===== src/lbe_pkg.sv =====
// Shared types, codes and constants of the ladder button event generator.
package lbe_pkg;

	// Number of ADC samples that each ladder channel brings per poll.
	localparam int SAMPLES_PER_CHANNEL = 3;

	// Default depth of the result queue.
	localparam int RES_DEPTH_DEFAULT = 4;

	// Nominal ladder levels.
	localparam logic [11:0] LVL_RIGHT   = 12'd3;
	localparam logic [11:0] LVL_LEFT    = 12'd1470;
	localparam logic [11:0] LVL_CONFIRM = 12'd2655;
	localparam logic [11:0] LVL_BACK    = 12'd3470;
	localparam logic [11:0] LVL_VOLDOWN = 12'd3;
	localparam logic [11:0] LVL_VOLUP   = 12'd2205;

	// Button codes.
	localparam logic [2:0] KEY_NONE     = 3'd0;
	localparam logic [2:0] KEY_RIGHT    = 3'd1;
	localparam logic [2:0] KEY_LEFT     = 3'd2;
	localparam logic [2:0] KEY_OK       = 3'd3;
	localparam logic [2:0] KEY_RETURN   = 3'd4;
	localparam logic [2:0] KEY_VOL_DOWN = 3'd5;
	localparam logic [2:0] KEY_VOL_UP   = 3'd6;
	localparam logic [2:0] KEY_POWER    = 3'd7;

	// Event codes.
	localparam logic [1:0] EV_PRESSED  = 2'd0;
	localparam logic [1:0] EV_RELEASED = 2'd1;
	localparam logic [1:0] EV_LONG     = 2'd2;
	localparam logic [1:0] EV_REPEAT   = 2'd3;

	// Configuration register indexes.
	localparam logic [2:0] CFG_DEBOUNCE_EN    = 3'd0;
	localparam logic [2:0] CFG_LONG_EN        = 3'd1;
	localparam logic [2:0] CFG_REPEAT_EN      = 3'd2;
	localparam logic [2:0] CFG_DEBOUNCE_TIME  = 3'd3;
	localparam logic [2:0] CFG_LONG_TIME      = 3'd4;
	localparam logic [2:0] CFG_REPEAT_FIRST   = 3'd5;
	localparam logic [2:0] CFG_REPEAT_PERIOD  = 3'd6;
	localparam logic [2:0] CFG_TOLERANCE      = 3'd7;

	localparam int CFG_IDX_W  = 3;
	localparam int CFG_DATA_W = 16;

	typedef struct packed {
		logic [31:0] now_ms;
		logic        power_pin_low;
		logic [11:0] ladder_a_sample0;
		logic [11:0] ladder_a_sample1;
		logic [11:0] ladder_a_sample2;
		logic [11:0] ladder_b_sample0;
		logic [11:0] ladder_b_sample1;
		logic [11:0] ladder_b_sample2;
	} in_item_t;

	typedef struct packed {
		logic [2:0] button_id;
		logic [1:0] event_kind;
		logic       last_of_run;
	} out_item_t;

	typedef struct packed {
		logic        debounce_enable;
		logic        long_press_enable;
		logic        repeat_enable;
		logic [15:0] debounce_time;
		logic [15:0] long_press_time;
		logic [15:0] repeat_first_delay;
		logic [15:0] repeat_period;
		logic [11:0] level_tolerance;
	} cfg_t;

	localparam cfg_t CFG_RESET = '{
		debounce_enable:    1'b1,
		long_press_enable:  1'b1,
		repeat_enable:      1'b1,
		debounce_time:      16'd20,
		long_press_time:    16'd1000,
		repeat_first_delay: 16'd500,
		repeat_period:      16'd100,
		level_tolerance:    12'd100
	};

	// Up to two results written into the result queue in one cycle.
	// push1 is only ever set together with push0.
	typedef struct packed {
		logic      push0;
		logic      push1;
		out_item_t item0;
		out_item_t item1;
	} res_push_t;

	function automatic out_item_t mk_item(logic [2:0] btn, logic [1:0] ev, logic last);
		out_item_t r;
		r.button_id   = btn;
		r.event_kind  = ev;
		r.last_of_run = last;
		return r;
	endfunction

endpackage


===== src/lbe_decode.sv =====
// Button decode: channel sums against scaled ladder windows, by priority.
module lbe_decode (
	input  lbe_pkg::in_item_t  item,
	input  logic [11:0]        tolerance,
	output logic [2:0]         button
);
	import lbe_pkg::*;

	// floor(sum / 3) < K holds exactly when sum < 3 * K, so the average is
	// never formed and the window bounds are scaled instead.
	function automatic logic [14:0] thr3(logic [11:0] lvl, logic [11:0] tol);
		logic [12:0] bound;
		bound = {1'b0, lvl} + {1'b0, tol};
		return {2'b00, bound} + {1'b0, bound, 1'b0};
	endfunction

	logic [13:0] sum_a;
	logic [13:0] sum_b;

	assign sum_a = {2'b00, item.ladder_a_sample0} + {2'b00, item.ladder_a_sample1}
		+ {2'b00, item.ladder_a_sample2};
	assign sum_b = {2'b00, item.ladder_b_sample0} + {2'b00, item.ladder_b_sample1}
		+ {2'b00, item.ladder_b_sample2};

	always_comb begin
		if (item.power_pin_low) begin
			button = KEY_POWER;
		end else if ({1'b0, sum_a} < thr3(LVL_RIGHT, tolerance)) begin
			button = KEY_RIGHT;
		end else if ({1'b0, sum_a} < thr3(LVL_LEFT, tolerance)) begin
			button = KEY_LEFT;
		end else if ({1'b0, sum_a} < thr3(LVL_CONFIRM, tolerance)) begin
			button = KEY_OK;
		end else if ({1'b0, sum_a} < thr3(LVL_BACK, tolerance)) begin
			button = KEY_RETURN;
		end else if ({1'b0, sum_b} < thr3(LVL_VOLDOWN, tolerance)) begin
			button = KEY_VOL_DOWN;
		end else if ({1'b0, sum_b} < thr3(LVL_VOLUP, tolerance)) begin
			button = KEY_VOL_UP;
		end else begin
			button = KEY_NONE;
		end
	end

endmodule


===== src/lbe_engine.sv =====
// Press tracking state and event generation for one decoded poll a cycle while enabled.
module lbe_engine (
	input  logic                clk,
	input  logic                arst_n,
	input  logic                enable,
	input  logic [31:0]         now_ms,
	input  logic [2:0]          button,
	input  lbe_pkg::cfg_t       cfg,
	output lbe_pkg::res_push_t  push
);
	import lbe_pkg::*;

	logic [2:0]  held_button_q, held_button_n;
	logic        is_held_q, is_held_n;
	logic        awaiting_q, awaiting_n;
	logic        long_sent_q, long_sent_n;
	logic        repeated_q, repeated_n;
	logic [31:0] press_stamp_q, press_stamp_n;
	logic [31:0] last_stamp_q, last_stamp_n;

	logic [31:0] since_press;
	logic [31:0] since_last;
	logic [15:0] rep_gap;
	logic        long_hit;
	logic        rep_hit;
	res_push_t   push_c;

	assign since_press = now_ms - press_stamp_q;
	assign since_last  = now_ms - last_stamp_q;
	assign rep_gap     = repeated_q ? cfg.repeat_period : cfg.repeat_first_delay;
	assign long_hit    = cfg.long_press_enable && !long_sent_q
		&& (since_press >= {16'd0, cfg.long_press_time});
	assign rep_hit     = cfg.repeat_enable && (since_last >= {16'd0, rep_gap});

	always_comb begin
		held_button_n = held_button_q;
		is_held_n     = is_held_q;
		awaiting_n    = awaiting_q;
		long_sent_n   = long_sent_q;
		repeated_n    = repeated_q;
		press_stamp_n = press_stamp_q;
		last_stamp_n  = last_stamp_q;
		push_c        = '0;

		if (is_held_q && awaiting_q) begin
			// Polls before the confirming time leave everything untouched.
			if (since_press >= {16'd0, cfg.debounce_time}) begin
				if (button == held_button_q) begin
					awaiting_n   = 1'b0;
					push_c.push0 = 1'b1;
					push_c.item0 = mk_item(held_button_q, EV_PRESSED, 1'b1);
				end else begin
					held_button_n = KEY_NONE;
					is_held_n     = 1'b0;
					awaiting_n    = 1'b0;
					long_sent_n   = 1'b0;
					repeated_n    = 1'b0;
				end
			end
		end else if (button == KEY_NONE) begin
			if (is_held_q) begin
				push_c.push0  = 1'b1;
				push_c.item0  = mk_item(held_button_q, EV_RELEASED, 1'b1);
				held_button_n = KEY_NONE;
				is_held_n     = 1'b0;
				awaiting_n    = 1'b0;
				long_sent_n   = 1'b0;
				repeated_n    = 1'b0;
			end
		end else if (!is_held_q) begin
			held_button_n = button;
			is_held_n     = 1'b1;
			long_sent_n   = 1'b0;
			repeated_n    = 1'b0;
			press_stamp_n = now_ms;
			last_stamp_n  = now_ms;
			if (cfg.debounce_enable && (cfg.debounce_time != 16'd0)) begin
				awaiting_n = 1'b1;
			end else begin
				push_c.push0 = 1'b1;
				push_c.item0 = mk_item(button, EV_PRESSED, 1'b1);
			end
		end else begin
			// Held: events carry the button seen on this poll.
			if (long_hit) begin
				long_sent_n  = 1'b1;
				push_c.push0 = 1'b1;
				push_c.item0 = mk_item(button, EV_LONG, !rep_hit);
				if (rep_hit) begin
					push_c.push1 = 1'b1;
					push_c.item1 = mk_item(button, EV_REPEAT, 1'b1);
				end
			end else if (rep_hit) begin
				push_c.push0 = 1'b1;
				push_c.item0 = mk_item(button, EV_REPEAT, 1'b1);
			end
			if (rep_hit) begin
				repeated_n   = 1'b1;
				last_stamp_n = now_ms;
			end
		end
	end

	always_comb begin
		push       = push_c;
		push.push0 = push_c.push0 && enable;
		push.push1 = push_c.push1 && enable;
	end

	always_ff @(posedge clk or negedge arst_n) begin
		if (!arst_n) begin
			held_button_q <= KEY_NONE;
			is_held_q     <= 1'b0;
			awaiting_q    <= 1'b0;
			long_sent_q   <= 1'b0;
			repeated_q    <= 1'b0;
			press_stamp_q <= '0;
			last_stamp_q  <= '0;
		end else if (enable) begin
			held_button_q <= held_button_n;
			is_held_q     <= is_held_n;
			awaiting_q    <= awaiting_n;
			long_sent_q   <= long_sent_n;
			repeated_q    <= repeated_n;
			press_stamp_q <= press_stamp_n;
			last_stamp_q  <= last_stamp_n;
		end
	end

endmodule


===== src/lbe_result_fifo.sv =====
// Result queue: takes up to two results a cycle, hands out one a cycle while out_ready is high.
module lbe_result_fifo #(
	parameter int DEPTH = lbe_pkg::RES_DEPTH_DEFAULT
) (
	input  logic                       clk,
	input  logic                       arst_n,
	input  lbe_pkg::res_push_t         push,
	output logic                       room,
	output logic [$clog2(DEPTH+1)-1:0] count,
	output logic                       out_valid,
	input  logic                       out_ready,
	output lbe_pkg::out_item_t         out_data
);
	import lbe_pkg::*;

	localparam int PW = (DEPTH > 1) ? $clog2(DEPTH) : 1;
	localparam int CW = $clog2(DEPTH+1);

	function automatic logic [PW-1:0] inc(logic [PW-1:0] p);
		return (p == PW'(DEPTH-1)) ? '0 : p + PW'(1);
	endfunction

	out_item_t     mem_q [DEPTH];
	logic [PW-1:0] rd_ptr_q;
	logic [PW-1:0] wr_ptr_q;
	logic [CW-1:0] count_q;
	logic [PW-1:0] wr_ptr_p1;
	logic          pop;

	assign wr_ptr_p1 = inc(wr_ptr_q);
	assign pop       = out_valid && out_ready;
	assign out_valid = (count_q != '0);
	assign out_data  = mem_q[rd_ptr_q];
	assign count     = count_q;
	// A poll may cause two results, so two free places are needed.
	assign room      = (count_q <= CW'(DEPTH-2));

	always_ff @(posedge clk or negedge arst_n) begin
		if (!arst_n) begin
			rd_ptr_q <= '0;
			wr_ptr_q <= '0;
			count_q  <= '0;
		end else begin
			if (pop) begin
				rd_ptr_q <= inc(rd_ptr_q);
			end
			if (push.push1) begin
				wr_ptr_q <= inc(wr_ptr_p1);
			end else if (push.push0) begin
				wr_ptr_q <= wr_ptr_p1;
			end
			count_q <= count_q + CW'(push.push0) + CW'(push.push1) - CW'(pop);
		end
	end

	always_ff @(posedge clk) begin
		if (push.push0) begin
			mem_q[wr_ptr_q] <= push.item0;
		end
		if (push.push1) begin
			mem_q[wr_ptr_p1] <= push.item1;
		end
	end

endmodule


===== src/ladder_button_event_generator.sv =====
// Top level of the ladder button event generator: input stage, config and assembly.
//
// Each poll beat is taken into an input register and, once the result queue has
// two free places, decoded and run through the press tracker in one pass; its zero,
// one or two events land in a result queue of RES_DEPTH entries and leave it one
// beat a cycle while the receiver is ready. A new poll is accepted every cycle
// while the queue has two free places, and the sustained rate is set by the queue
// output: one event beat per cycle. The first event of a poll is offered once it
// has passed the input register and been written into the result queue.
// Configuration writes take effect at once and should only be made while no poll
// is in flight.
module ladder_button_event_generator #(
	parameter int RES_DEPTH = lbe_pkg::RES_DEPTH_DEFAULT
) (
	input  logic                              clk,
	input  logic                              arst_n,
	input  logic                              in_valid,
	output logic                              in_ready,
	input  lbe_pkg::in_item_t                 in_data,
	output logic                              out_valid,
	input  logic                              out_ready,
	output lbe_pkg::out_item_t                out_data,
	input  logic                              cfg_we,
	input  logic [lbe_pkg::CFG_IDX_W-1:0]     cfg_index,
	input  logic [lbe_pkg::CFG_DATA_W-1:0]    cfg_wdata
);
	import lbe_pkg::*;

	localparam int CW = $clog2(RES_DEPTH+1);

	cfg_t          cfg_q;
	in_item_t      in_data_s1;
	logic          in_valid_s1;
	logic          room;
	logic [CW-1:0] res_count;
	logic          process;
	logic [2:0]    button;
	res_push_t     push;

	assign process  = in_valid_s1 && room;
	assign in_ready = !in_valid_s1 || process;

	always_ff @(posedge clk or negedge arst_n) begin
		if (!arst_n) begin
			cfg_q <= CFG_RESET;
		end else if (cfg_we) begin
			unique case (cfg_index)
				CFG_DEBOUNCE_EN:   cfg_q.debounce_enable    <= cfg_wdata[0];
				CFG_LONG_EN:       cfg_q.long_press_enable  <= cfg_wdata[0];
				CFG_REPEAT_EN:     cfg_q.repeat_enable      <= cfg_wdata[0];
				CFG_DEBOUNCE_TIME: cfg_q.debounce_time      <= cfg_wdata;
				CFG_LONG_TIME:     cfg_q.long_press_time    <= cfg_wdata;
				CFG_REPEAT_FIRST:  cfg_q.repeat_first_delay <= cfg_wdata;
				CFG_REPEAT_PERIOD: cfg_q.repeat_period      <= cfg_wdata;
				CFG_TOLERANCE:     cfg_q.level_tolerance    <= cfg_wdata[11:0];
				default: ;
			endcase
		end
	end

	always_ff @(posedge clk or negedge arst_n) begin
		if (!arst_n) begin
			in_valid_s1 <= 1'b0;
		end else if (in_ready) begin
			in_valid_s1 <= in_valid;
		end
	end

	always_ff @(posedge clk) begin
		if (in_valid && in_ready) begin
			in_data_s1 <= in_data;
		end
	end

	lbe_decode u_decode (
		.item      (in_data_s1),
		.tolerance (cfg_q.level_tolerance),
		.button    (button)
	);

	lbe_engine u_engine (
		.clk    (clk),
		.arst_n (arst_n),
		.enable (process),
		.now_ms (in_data_s1.now_ms),
		.button (button),
		.cfg    (cfg_q),
		.push   (push)
	);

	lbe_result_fifo #(
		.DEPTH (RES_DEPTH)
	) u_fifo (
		.clk       (clk),
		.arst_n    (arst_n),
		.push      (push),
		.room      (room),
		.count     (res_count),
		.out_valid (out_valid),
		.out_ready (out_ready),
		.out_data  (out_data)
	);

	// The result queue never holds more than it has places for.
	a_no_overflow: assert property (@(posedge clk) disable iff (!arst_n)
		res_count <= CW'(RES_DEPTH))
		else $error("result queue overflow");

	// Exactly the final result written for a poll carries the end-of-run mark.
	a_last_mark: assert property (@(posedge clk) disable iff (!arst_n)
		push.push0 |-> (push.push1 ? (push.item1.last_of_run && !push.item0.last_of_run)
			: push.item0.last_of_run))
		else $error("end-of-run mark misplaced");

	// A second result is never written without a first one.
	a_push_order: assert property (@(posedge clk) disable iff (!arst_n)
		push.push1 |-> push.push0)
		else $error("second result without first");

	// A poll that waits in the input register is not lost.
	a_hold_s1: assert property (@(posedge clk) disable iff (!arst_n)
		(in_valid_s1 && !process) |=> in_valid_s1)
		else $error("stalled poll dropped");

endmodule


===== config.mk =====
export PLATFORM = sky130hd
export DESIGN_NAME = ladder_button_event_generator
export DESIGN_NICKNAME = d
export VERILOG_FILES = /design/src/lbe_pkg.sv /design/src/lbe_decode.sv /design/src/lbe_engine.sv /design/src/lbe_result_fifo.sv /design/src/ladder_button_event_generator.sv
export SDC_FILE = /design/constraint.sdc
export NUM_CORES = 1
export LEC_CHECK = 0
export BUFFER_PORTS_ARGS = -buffer_cell sky130_fd_sc_hd__clkbuf_2
export CAP_MARGIN = 40
export CORE_AREA = 2 2 244 246
export CTS_CLUSTER_SIZE = 14
export DETAILED_ROUTE_END_ITERATION = 7
export DIE_AREA = 0 0 246 248
export SLEW_MARGIN = 5
export SYNTH_ARGS = -nofsm -noshare
export SYNTH_HDL_FRONTEND = slang
export SYNTH_SLANG_ARGS = --single-unit

===== constraint.sdc =====
create_clock -name clk -period 7.9 [get_ports clk]
set_input_delay 0.395 -clock clk [delete_from_list [all_inputs] [get_ports clk]]
set_output_delay 0.395 -clock clk [all_outputs]
set_load 0.02 [all_outputs]

==> summary.md <==
| Metric | Value |
|---|---|
| Outcome | `finished clean` |
| Antenna Nets Post-Route | `0` |
| Syn Nets | `2771` |
| Vias | `17943` |
| Max-cap check violation count | `0` |
| Syn. warnings | `0` |
| Final Hold Viols | `0` |
| Die area | `61000 µm²` |
| Share of cells above drive strength 1 | `15.1%` |
| TritonCTS Buffers | `38` |
| Post-layout net count | `3011` |
| Fill cell count | `5505` |
| Yosys cell types | `92` |
| Worst skew pair latency | `0.58 ns` |
| H-tree depth | `2` |
| Largest net degree at the start of global routing | `87` |
| Total gr overflow | `0` |
| Max frequency | `0.134 GHz` |
| Sequential share of the synthesized area | `34.7%` |
| Clock sink total | `287` |
| Share of the core filled with cells | `45.8%` |
| Setup violators final | `0` |
| WL per Instance | `17.0 µm` |
| First-pass GRT wire length | `93800 µm` |
| Post-synth ARST share | `55.1%` |
| Worst path arrival time | `7.95 ns` |
| Multi-input gate area in the final layout | `14000 µm²` |
| Area delta synth->final | `18.3%` |
| Site Rows | `89` |
| Worst Hold Path Cells | `1` |
| I/O Pins | `137` |
| Critical Path Source | `cfg_q[2]` |
| Top_reg_cell synth | `dfrtp_1` |
| Rel. slew slack | `34.8%` |
| First drt pass iteration count | `5` |
| Critical path capture point | `u_fifo.count[2]` |
| Startpoint Class | `flip-flop` |
| Placement Setup Slack | `0.0989 ns` |
| HPWL Detailed | `44000 µm` |
| Root buffer cell | `clkbuf_16` |
| R2R Path End | `u_fifo.count[2]` |
| Final Skew | `0.0225 ns` |
| Critical Path RT | `8.37 ns` |
| Synth Instances | `2322` |
| Count leader, synth | `ha_1` |
| Crit-path max FO | `15` |
| DIE WIDTH | `246 µm` |
| Initial antenna violation count | `1` |
| Final WS setup | `0.421 ns` |
| Worst R2R Start | `cfg_q[2]` |
| Largest area contributor in the netlist | `ha_1` |
| Core Footprint | `58500 µm²` |
| Setup TNS Final | `0 ns` |
| Clock tree buffer depth | `3` |
| Min cycle time layout | `7.48 ns` |
| WHS | `0.0264 ns` |
| Slew @ Worst Pin | `0.974 ns` |
| Final Max Slew Viols | `0` |
| Overall global routing resource usage | `19.1%` |
| Post-Syn Area | `22600 µm²` |
| Initial DRC Count | `829` |
| N_diodes | `0` |
| Register cell area after layout | `7860 µm²` |
| Top cells by area, synth | `ha_1 (17%), edfxtp_1 (17%), dfrtp_1 (15%)` |
| Starting Density | `38.7%` |
| CP peak stage delay | `0.72 ns` |
| Reg clk slew, reported paths | `0.06 ns` |
| Crit-path most repeated cell | `ha_1` |
| Number of remaining DRC errors | `0` |
| Final WL | `57200 µm` |
| Syn Area/Cell | `9.75 µm²` |
| IO Port Bufs | `136` |
| Synth cell count leaders | `ha_1 (310), nand2_1 (186), inv_1 (184)` |
| Reg2Reg Setup Slack | `0.42 ns` |
| Tcrit/Tclk final | `94.7%` |
| Synth Register Bits | `287` |
| Share of Yosys cell area claimed by the top area cell type | `17.1%` |
| Critical path's slowest cell | `dfstp_4` |
| Routability cong. | `0.911` |
| Vias per cell | `5.33` |
| Critical path class | `flip-flop to flip-flop` |
| Path category of the worst min-delay check | `primary input to flip-flop` |
| Critical Path End Type | `flip-flop` |
| Worst Reg2Reg Path Length in Cells | `34` |
| Vias in the first global route | `18537` |
| Die height | `248 µm` |
| CTS tree | `built` |
| EDFF count, synth | `129` |
-- flip-flops by register name, summed over array words and instances, names as in the netlist --
| signal | cells |
|---|---|
| in_data_s1 | 105 |
| cfg_q | 79 |
| u_engine.last_stamp_q | 32 |
| u_engine.press_stamp_q | 32 |
| u_fifo.mem_q | 24 |
| u_engine.held_button_q | 3 |
| u_fifo.count | 3 |
| u_fifo.rd_ptr_q | 2 |
| u_fifo.wr_ptr_q | 2 |
| in_valid_s1 | 1 |
| u_engine.awaiting_q | 1 |
| u_engine.is_held_q | 1 |
| u_engine.long_sent_q | 1 |
| u_engine.repeated_q | 1 |
-- worst max-delay path: cells and delay by family, from the launching register on --
family | cells | cell delay [ns]
AO/OA/AOI/OAI | 15 | 2.90
XOR/XNOR | 3 | 0.55
buffers and inverters | 3 | 0.23
AND/OR/NAND/NOR | 7 | 1.07
adder cells (fa/ha/maj) | 6 | 1.91
flip-flops | 1 | 0.72
-- through the flow --
step | cell area, µm² | cells
2_1_floorplan | 22600 | 2322
3_3_place_gp | 24200 | 3186
3_5_place_dp | 24200 | 3189
4_1_cts | 26700 | 3363
5_1_grt | 26800 | 3365
6_report | 26800 | 3365
-- repair_timing --
action	4_1_cts	5_1_grt
resized for setup	0	22
hold endpoints to repair	185	0
buffers inserted	0	2
hold buffers	104	0
setup endpoints to repair	0	3
-- per-layer routing --
metal | GRT usage [%] | wire length (µm) | vias to the layer above
met4 | 6.36 | 1740 | 0
li1 | - | - | 8957
met3 | 3.02 | 2110 | 115
met5 | 0 | 0 | -
met1 | 23.2 | 25000 | 8563
met2 | 34.2 | 28300 | 308
-- kinds of logic (layout without fill, tap and decap cells) --
| kind of cell | Yosys count | count (layout) | synth area share, % |
|---|---|---|---|
| AND/OR/NAND/NOR | 542 | 542 | 11.9 |
| buffers and inverters | 243 | 513 | 4.10 |
| AO/OA/AOI/OAI | 627 | 627 | 17.9 |
| flip-flops | 287 | 287 | 34.7 |
| multiplexers | 132 | 132 | 6.74 |
| XOR/XNOR | 171 | 171 | 6.62 |
| adder cells (fa/ha/maj) | 320 | 320 | 18.0 |
-- layout by cell type, fill, tap and decap left out, types with 45 or more instances in the layout --
| cell | netlist | final |
|---|---|---|
| o21a_1 | 45 | 45 |
| o21ai_0 | 140 | 136 |
| a21oi_1 | 179 | 176 |
| dfrtp_1 | 135 | 134 |
| edfxtp_1 | 129 | 129 |
| a21o_1 | 61 | 61 |
| nor2_1 | 100 | 99 |
| mux2_2 | 88 | 88 |
| dlygate4sd3_1 | 0 | 104 |
| xor2_1 | 77 | 76 |
| xnor2_1 | 94 | 90 |
| ha_1 | 310 | 309 |
| clkbuf_2 | 0 | 135 |
| nand2_1 | 186 | 185 |
| inv_1 | 184 | 184 |
-- how the worst min path moves through the flow --
stage | from | to | slack, ns
3_5_place_dp | arst_n | u_engine.last_stamp_q[19] | 0.45
4_1_cts | in_data[46] | in_data_s1[46] | 0.0003
5_1_grt | in_data[41] | in_data_s1[41] | 0.002
3_3_place_gp | u_engine.last_stamp_q[17] | u_engine.last_stamp_q[17] | 0.48
2_1_floorplan | arst_n | cfg_q[0] | 0.1
6_report | in_data[46] | in_data_s1[46] | 0.03
-- layout make-up --
| cell class | instances | share of cell area, % |
|---|---|---|
| tap | 773 | 3.61 |
| inverter | 184 | 2.58 |
| clock inverter | 27 | 1.43 |
| sequential | 287 | 29.4 |
| timing repair buffer | 259 | 7.15 |
| clock buffer | 43 | 3.74 |
| multi-input combinational | 1792 | 52.1 |
Power is left out: the tool's default activity adds up to more than one toggle a clock period on the data nets, which glitch-free logic cannot reach.
